### config.mk
export PLATFORM = sky130hd
export DESIGN_NAME = iotbs_front
export DESIGN_NICKNAME = d
export VERILOG_FILES = /design/src/rtl/core/iotbs_pkg.sv /design/src/rtl/core/iotbs_front.sv
export SDC_FILE = /design/constraint.sdc
export NUM_CORES = 1
export LEC_CHECK = 0
export ABC_AREA = 0
export BUFFER_PORTS_ARGS = -buffer_cell sky130_fd_sc_hd__clkbuf_2
export CORE_MARGIN = 2
export CORE_UTILIZATION = 51
export DETAILED_ROUTE_END_ITERATION = 8
export GPL_TIMING_DRIVEN = 0
export PLACE_DENSITY = 0.82
export SYNTH_ARGS = -nofsm -noshare
export SYNTH_HDL_FRONTEND = slang
export SYNTH_SLANG_ARGS = --single-unit
### constraint.sdc
create_clock -name i_clk -period 3 [get_ports i_clk]
set_clock_uncertainty 0.15 [all_clocks]
set_input_delay 0.15 -clock i_clk [delete_from_list [all_inputs] [get_ports i_clk]]
set_output_delay 0.15 -clock i_clk [all_outputs]
set_load 0.03 [all_outputs]
### src/rtl/core/iotbs_pkg.sv
// ----------------------------------------------------------------------------
// iotbs_pkg
// Shared constants, codes and types of the token bucket shaper.
// ----------------------------------------------------------------------------
package iotbs_pkg;

    localparam int QUEUE_DEPTH    = 16;
    localparam int REFILL_DIVISOR = 100;
    localparam int TAG_BITS       = 8;
    localparam int MAX_RESULTS    = 16;

    localparam int LEN_W  = 32;
    localparam int RATE_W = 32;

    // deferred queue addressing
    localparam int QA_W = $clog2(QUEUE_DEPTH);
    localparam int QC_W = $clog2(QUEUE_DEPTH + 1);
    localparam int RC_W = $clog2(MAX_RESULTS + 1);

    // front queue between intake and execution
    localparam int FQ_DEPTH = 2;
    localparam int FQ_AW    = $clog2(FQ_DEPTH);
    localparam int FQ_CW    = $clog2(FQ_DEPTH + 1);

    // item kinds
    localparam logic KIND_REQ  = 1'b0;
    localparam logic KIND_TICK = 1'b1;

    // verdict codes
    localparam logic [1:0] VERDICT_GRANTED  = 2'd0;
    localparam logic [1:0] VERDICT_DEFERRED = 2'd1;
    localparam logic [1:0] VERDICT_RELEASED = 2'd2;
    localparam logic [1:0] VERDICT_REFUSED  = 2'd3;

    typedef struct packed {
        logic                kind;
        logic [LEN_W-1:0]    len;
        logic [TAG_BITS-1:0] tag;
    } t_item;

endpackage

### src/rtl/core/iotbs_front.sv
// ----------------------------------------------------------------------------
// iotbs_front
// Intake side: takes request and tick words and holds them in a short queue
// for the execution side.
// ----------------------------------------------------------------------------
module iotbs_front (
    input  logic                i_clk,
    input  logic                i_rst_n,
    input  logic                i_in_valid,
    output logic                o_in_stall,
    input  iotbs_pkg::t_item    i_item,
    output logic                o_item_valid,
    output iotbs_pkg::t_item    o_item,
    input  logic                i_pop
);
    import iotbs_pkg::*;

    t_item              r_item [FQ_DEPTH];
    logic [FQ_AW-1:0]   r_wp, n_wp;
    logic [FQ_AW-1:0]   r_rp, n_rp;
    logic [FQ_CW-1:0]   r_cnt, n_cnt;
    logic               push;
    logic               pop;

    function automatic logic [FQ_AW-1:0] ptr_inc(input logic [FQ_AW-1:0] p);
        ptr_inc = (p == FQ_AW'(FQ_DEPTH - 1)) ? '0 : p + 1'b1;
    endfunction

    assign o_in_stall   = (r_cnt == FQ_CW'(FQ_DEPTH));
    assign o_item_valid = (r_cnt != '0);
    assign o_item       = r_item[r_rp];

    assign push = i_in_valid && !o_in_stall;
    assign pop  = i_pop && o_item_valid;

    always_comb begin
        n_wp  = push ? ptr_inc(r_wp) : r_wp;
        n_rp  = pop ? ptr_inc(r_rp) : r_rp;
        n_cnt = r_cnt;
        if (push && !pop) begin
            n_cnt = r_cnt + 1'b1;
        end else if (pop && !push) begin
            n_cnt = r_cnt - 1'b1;
        end
    end

    always_ff @(posedge i_clk) begin
        if (!i_rst_n) begin
            r_wp  <= '0;
            r_rp  <= '0;
            r_cnt <= '0;
        end else begin
            r_wp  <= n_wp;
            r_rp  <= n_rp;
            r_cnt <= n_cnt;
        end
    end

    always_ff @(posedge i_clk) begin
        if (push) begin
            r_item[r_wp] <= i_item;
        end
    end

endmodule

==> out/metrics.yaml, run 1 <==
multiInputGateArea_um2: 598
grt_use_met3_pct: 5.86
io_pins: 88
use_met2_pct: 31.6
layout_commonest_cell: "clkbuf_2"
syn_area_um2: 3190
drive_above_1_share_pct: 50.8
nFillCells: 362
layout_common_cells: "87 x clkbuf_2, 82 x edfxtp_1, 42 x dlygate4sd3_1, 38 x mux2_2, 9 x clkbuf_8"
setup_viol_count_final: 0
clockBufferDepth: 2
antenna_found_initial: 0
p_sw_mw: 1.24
cp-end-kind: "register"
vias: 1855
h-tree-depth: 3
path_clk_slew_ps: 90
die_area_um2: 6890
seq_area_frac_synth_pct: 80.4
crit_slowest_cell: "nor3_4"
root_buffer: "clkbuf_8"
grt_usage_pct: 18.3
insertion_delay_ps: 340
slew-limit-headroom_pct: 55.3
grt_pass1_vias: 2010
worstPathArrival_ps: 2010
grt_busiest_layer: "met2"
path_class: "register to register"
status: "complete, no violations"
die_x_um: 83.0
maxCapViolCount: 0
routedWlPerCell_um: 16.1
max_freq_mhz: 474
numCtsBuffers: 9
diodes: 0
p_clk_share_pct: 25.3
critPathMaxStageDelay_ps: 520
drv_slew: 0
route.detailed.drc: 0
stdcell_area_um2: 4470
hold_violations: 0
cts_tree: "done"
hpwl_um: 3470
layout_min_cycle_time_ps: 2110
start_util_pct: 53.2
seqCellArea_um2: 2560
postCtsHoldBufs: 42
start_kind: "register"
layout.nets: 342
yosys_warnings: 0
routed_wl_um: 6040
hp-class: "input pin to register"
rows: 28
intPower_mw: 2.56
layout_setup_ws_ps: 892
cts.repair.resized: 0
met1_usage_pct: 21.7
cts_setup_buffers: 0
fin_total_pwr_mw: 3.80
syn_inst: 153
synth_seq_cells: 87
p_leak_nw: 1.74
drt-initial-drc-count: 108
critPathRequiredTime_ps: 2900
pre_cts_ws_ps: 989
grt-ovfl-total: 0
switching_share_pct: 32.5
fin_setup_tns_ps: 0
antenna_left: 0
place_area_um2: 3800
vias_per_cell: 4.93
cp_max_fo: 18
worstMarginPinSlew_ps: 668
syn_area_per_cell_um2: 20.8
io_buffers: 87
fin_crit_sh_pct: 70.3
die_h_um: 83.0
synth_cell_type_count: 22
firstDrtPassIters: 4
syn_nets: 199
crit_top_cell: "buf_16"
power_frac_comb_pct: 33.2
peakVddDrop_uv: 520
syn_to_final_growth_pct: 40.3
fp.coreArea_um2: 5990
rsz0062_at_grt: "no"
grt_first_pass_wirelength_um: 9660
p_per_area_nw_per_um2: 850
gp_congestion: 0.696
seqPwrFrac_pct: 41.5
path_cells: "nand2b_1, inv_2, nor3_4, buf_16, buf_16"
grt_max_degree: 22
cts.sink_count: 87
area by class of cell:
type,count,area share [%]
inverters,2,0.168
flip-flops and latches,87,57.3
clock buffers,9,2.77
clock inverters,7,2.69
multi-input cells,59,13.4
plain buffers,5,0.560
repair buffers,132,21.0
well taps,75,2.10
power groups by stage:
stage / logic [mW] / registers [mW] / clock network (mW)
global placement: 1.14 / 1.60 / 0
CTS: 1.26 / 1.57 / 0.980
global route: 1.34 / 1.59 / 1.03
floorplan: 0.855 / 1.59 / 0
finish: 1.26 / 1.58 / 0.961
detailed placement: 1.21 / 1.60 / 0
flip-flops by register name, summed over array words and instances (netlist names), named ones only:
register,count
r_cnt,2
r_item,82
r_rp,1
r_wp,1
through the flow:
step	instances	hold slack, ps	util (%)
floorplan	153	98.9	-
global placement	315	189	62.0
detailed placement	318	192	63.5
CTS	376	14.7	74.6
global route	376	69.6	74.6
finish	376	84.6	74.6
path summary, 6_finish.rpt:
kind	cells after the start	start	to	slack (ps)
max	5	r_cnt[0]$_SDFFE_PN0P_	r_item[0][11]$_DFFE_PP_	890
min	3	i_in_valid	r_wp$_SDFFE_PN0N_	80
max reg2reg	5	r_cnt[0]$_SDFFE_PN0P_	r_item[0][11]$_DFFE_PP_	890
min reg2reg	2	r_cnt[1]$_SDFFE_PN0P_	r_cnt[1]$_SDFFE_PN0P_	420
logic make-up (layout without fill, tap and decap cells):
group | Yosys count | after routing | synth area share [%]
AOI/OAI and AO/OA | 5 | 5 | 1.02
xor gates and xnor gates | 3 | 3 | 0.825
adders and majority gates | 1 | 1 | 0.393
buffers and inverters | 7 | 155 | 1.02
DFF | 87 | 87 | 80.4
muxes | 41 | 41 | 14.5
and+or+nand+nor | 9 | 9 | 1.81
critical path, delay by kind of cell, from the launching register on:
kind          cells  cell delay, ps
simple gates      2             730
buf+inv           3             490
flops             1             430
cell usage after synthesis, drive strengths merged:
master	n	area [um^2]
nor2	1	3.75
nor3	1	10.0
edfxtp	82	2460
xor2	1	8.76
xnor2	2	17.5
a21boi	2	15.0
dfxtp	5	100
buf	5	25.0
o21ai	2	10.0
inv	2	7.50
or3	1	6.26
and2	3	18.8
nand2b	1	6.26
mux2	41	462
ha	1	12.5
o21a	1	7.51
or2	1	6.26
and3	1	6.26
layer usage:
metal  up-vias  share of wire [%]
li1        881                  -
met1       905                 41
met2        65                 52
met3         4                5.7
met4         0               0.56
met5         -                  0
No activity file was read; power rests on OpenSTA's default activity.
==> run 2: changes to the inputs <==
- CORE_UTILIZATION: 51 -> 46
- PLACE_DENSITY: 0.82 -> 0.78
- clock period: 3 -> 1.78 ns (I/O delays scaled with it)
==> out/metrics.yaml, run 2 (same netlist as run 1, synthesis figures left out) <==
layout_min_cycle_time_ps: 1730
stdcell_area_um2: 4500
intPower_mw: 4.16
firstDrtPassIters: 4
numCtsBuffers: 9
diodes: 0
holdWs_ps: 88.4
insertion_delay_ps: 350
crit_buf_inv: 1
antenna_left: 0
status: "complete, no violations"
peakVddDrop_uv: 901
worstPathArrival_ps: 1860
p_leak_nw: 1.72
layout.nets: 345
root_buffer: "clkbuf_8"
cts.sink_count: 87
rsz0062_at_grt: "yes"
die_area_um2: 7610
power_frac_comb_pct: 36.4
routedWlPerCell_um: 16.0
path_class: "register to register"
hpwl_um: 3670
critPathRequiredTime_ps: 1910
rows: 30
critPathMaxStageDelay_ps: 380
multiInputGateArea_um2: 609
drv_slew: 0
grt_usage_pct: 16.6
die_x_um: 87.2
gp_congestion: 0.715
drive_above_1_share_pct: 50.7
setup_viol_count_final: 0
die_h_um: 87.2
fin_crit_sh_pct: 97.1
cp-end-kind: "register"
vias_per_cell: 4.88
p_sw_mw: 2.07
grt_first_pass_wirelength_um: 9050
p_per_area_nw_per_um2: 1390
switching_share_pct: 33.2
path_clk_slew_ps: 80
maxCapViolCount: 0
grt_pass1_vias: 1960
nFillCells: 472
seqPwrFrac_pct: 42.9
largest_registers: "r_item x82, r_cnt x2"
route.detailed.drc: 0
io_buffers: 87
vias: 1872
critical-path-top-delay-family: "simple AND/OR/NAND/NOR gates"
largest_reg_flops: 82
hp-class: "input pin to register"
fin_setup_tns_ps: 0
path_cells: "nand2b_4, inv_6, nor2_1, ha_1, or3_1, a21boi_1"
start_util_pct: 47.1
drt-initial-drc-count: 62
place_area_um2: 3800
start_kind: "register"
worstMarginPinSlew_ps: 571
routed_wl_um: 6130
grt_max_degree: 42
io_pins: 88
max_freq_mhz: 578
grt-ovfl-total: 0
clockBufferDepth: 2
slew-limit-headroom_pct: 62.0
hold_violations: 0
seqCellArea_um2: 2570
regMostFlops: "r_item"
fp.coreArea_um2: 6760
layout_commonest_cell: "edfxtp_1"
h-tree-depth: 3
crit_slowest_cell: "dfxtp_4"
cts_tree: "done"
antenna_found_initial: 0
syn_to_final_growth_pct: 41.1
layout_common_cells: "82 x edfxtp_1, 59 x clkbuf_2, 43 x dlygate4sd3_1, 38 x mux2_2, 26 x buf_2"
p_clk_share_pct: 20.7
cp_max_fo: 5
-- run 2: changes by cell type in the layout (fill, tap and decap cells not counted), sizes merged --
cell	previous run	this run
buf	8	38
inv	3	2
dlygate4sd3	42	43
clkbuf	96	71
bufinv	3	1
-- run 2: what timing repair did --
| item | CTS | global route |
|---|---|---|
| hold buffers | 43 | 0 |
| hold endpoints to repair | 87 | 0 |
| resized for setup | 2 | 52 |
| gates cloned | 0 | 0 |
| setup endpoints to repair | 81 | 77 |
| setup buffers | 0 | 3 |
| pin swaps | 0 | 2 |
-- run 2: cell type report --
class,instances,area share [%]
Multi-Input combinational cell,59,13.6
Sequential cell,87,57.1
Timing Repair Buffer,135,21.1
Inverter,2,0.278
Clock inverter,4,1.03
Buffer,5,1.70
Tap cell,80,2.23
Clock buffer,12,3.01
-- run 2: layer usage --
layer	routed length, um	vias to the layer above	track usage [%]
met5	0	-	0
met4	89	0	7.55
met3	227	10	5.02
met2	3620	45	31.4
met1	2200	931	16.4
li1	-	886	-
-- run 2: final timing paths --
check | depth (start not counted) | end | start | slack (ps)
worst max-delay path | 6 | r_cnt[1]$_SDFFE_PN0P_ | r_cnt[0]$_SDFFE_PN0P_ | 50
worst max register to register | 6 | r_cnt[1]$_SDFFE_PN0P_ | r_cnt[0]$_SDFFE_PN0P_ | 50
worst min-delay path | 4 | register | i_pop | 90
worst min register to register | 2 | r_cnt[1]$_SDFFE_PN0P_ | r_cnt[1]$_SDFFE_PN0P_ | 380
-- run 2: worst min-delay path, delay by kind of cell --
kind,cells,cell delay (ps)
XOR/XNOR,1,170
AO/OA/AOI/OAI,1,110
AND/OR/NAND/NOR,1,110
buffers and inverters,1,80
-- run 2: power by group through the flow --
stage	Sequential (mW)	Combinational [mW]	Clock, mW
floorplan	2.69	1.47	0
global placement	2.70	1.95	0
detailed placement	2.71	2.07	0
CTS	2.67	2.15	1.32
global route	2.70	2.40	1.42
finish	2.67	2.27	1.29
-- run 2: per-stage QoR --
stage | worst slack, ps | power, mW | instances | utilization [%]
floorplan | -393 | 4.16 | 153 | -
global placement | -921 | 4.65 | 320 | 55.4
detailed placement | -163 | 4.78 | 322 | 56.2
CTS | -98.1 | 6.14 | 381 | 65.4
global route | -7.71 | 6.52 | 384 | 66.5
finish | 51.4 | 6.23 | 384 | 66.5
==> run 3: changes to the inputs <==
- CORE_MARGIN: 2 -> 1
==> out/metrics.yaml, run 3 (same netlist as run 1, synthesis figures left out) <==
gp_congestion: 0.658
critical_path_depth: 4
cts_tree: "done"
largest_reg_flops: 82
regMostFlops: "r_item"
h-tree-depth: 3
grt_use_met3_pct: 4.09
max_freq_mhz: 582
fp.coreArea_um2: 6530
grt_first_pass_wirelength_um: 8780
grt-ovfl-total: 0
met1_usage_pct: 17.7
grt_pass1_vias: 1917
layout_common_cells: "82 x clkbuf_2, 82 x edfxtp_1, 43 x dlygate4sd3_1, 38 x mux2_2, 9 x clkbuf_8"
vias_per_cell: 4.79
grt_usage_pct: 16.6
hpwl_um: 3520
setup_viol_count_final: 0
drt-initial-drc-count: 58
p_per_area_nw_per_um2: 1360
start_kind: "register"
grt_busiest_layer: "met2"
layout_min_cycle_time_ps: 1720
final_core_util_pct: 68.5
path_class: "register to primary output"
critPathRequiredTime_ps: 1540
layout_setup_ws_ps: 61.5
cp_max_fo: 10
numCtsBuffers: 9
hold_violations: 0
fin_crit_sh_pct: 96.5
diodes: 0
final-instance-count-excl-fill: 383
drv_slew: 0
slew-limit-headroom_pct: 62.4
crit_buf_inv: 3
r2r_cells: 6
status: "complete, no violations"
die_h_um: 85.2
rows: 29
crit_slowest_cell: "mux2_2"
path_clk_slew_ps: 80
maxCapViolCount: 0
rsz0062_at_grt: "no"
vias: 1835
antenna_found_initial: 0
insertion_delay_ps: 340
antenna_left: 0
hp-class: "input pin to register"
io_pins: 88
routedWlPerCell_um: 15.1
largest_registers: "r_item x82, r_cnt x2"
io_buffers: 87
clockBufferDepth: 2
start_util_pct: 48.8
worstMarginPinSlew_ps: 564
worstPathArrival_ps: 1480
die_area_um2: 7260
syn_to_final_growth_pct: 40.5
route.detailed.drc: 0
p_leak_nw: 1.72
firstDrtPassIters: 4
routed_wl_um: 5800
grt_max_degree: 42
critical-path-top-delay-family: "buffers and inverters"
use_met2_pct: 30.6
path_cells: "buf_6, buf_8, mux2_2, clkbuf_2"
critPathMaxStageDelay_ps: 340
cts.sink_count: 87
whs_path_depth: 4
place_inst: 319
drive_above_1_share_pct: 51.3
pre_cts_ws_ps: -188
layout.nets: 347
peakVddDrop_uv: 892
cp-end-kind: "primary output"
die_x_um: 85.2
root_buffer: "clkbuf_8"
## run 3: changes by cell type in the layout (fill, tap and decap cells not counted), sizes merged
cell / before / now
inv: 2 / 3
buf: 38 / 17
clkbuf: 71 / 91
clkinvlp: 1 / 3
bufinv: 1 / 0
clkinv: 2 / 3
## run 3: worst register-to-register path: cells and delay by family (launching register included)
kind	cells	cell delay (ps)
fa+ha+maj	1	310
flops	1	440
compound gates	1	140
buf+inv	1	70
simple gates	3	490
## run 3: path summary, 6_finish.rpt
kind                         startpoint  slack [ps]                     to
setup reg to reg  r_cnt[1]$_SDFFE_PN0P_         130  r_cnt[1]$_SDFFE_PN0P_
hold reg to reg   r_cnt[1]$_SDFFE_PN0P_         420  r_cnt[1]$_SDFFE_PN0P_
hold / removal                    i_pop          60      r_rp$_SDFFE_PN0P_
setup / recovery               register          60             o_item[21]
## run 3: repair_timing
item	4_1_cts	5_1_grt
endpoints found under the hold margin	87	0
buffers inserted	5	0
resized for setup	2	23
endpoints found under the setup margin	122	40
hold buffers	43	0
pin swaps	1	0
## run 3: where the power goes
part	total [mW]	switching [mW]	internal [mW]	leakage, nW
combinational	2.25	1.33	0.925	0.837
clock	1.18	0.675	0.504	0.0769
sequential	2.66	0.0884	2.57	0.807
## run 3: through the flow
step                power, mW  TNS, ps  hold WS (ps)  cell area (um^2)
floorplan                4.16   -16390          37.9              3210
global placement         4.66   -45420           129              3740
detailed placement       4.75   -12480           132              3780
CTS                      6.05    -2860          51.8              4430
global route             6.35        0           102              4480
finish                   6.09        0          57.0              4480
## run 3: cell type report
cell class,count,area (um^2)
clock inverter,7,47.5
buffer,5,76.3
inverter,2,12.5
multi-input combinational,59,609
fill,460,2060
sequential,87,2560
tap,77,96.3
clock buffer,9,124
timing repair buffer,137,946
## run 3: routing by layer
| layer | vias up | part of all wire [%] |
|---|---|---|
| met1 | 885 | 40 |
| met2 | 57 | 54 |
| met5 | - | 0 |
| met3 | 7 | 4.6 |
| met4 | 0 | 1.4 |
| li1 | 886 | - |
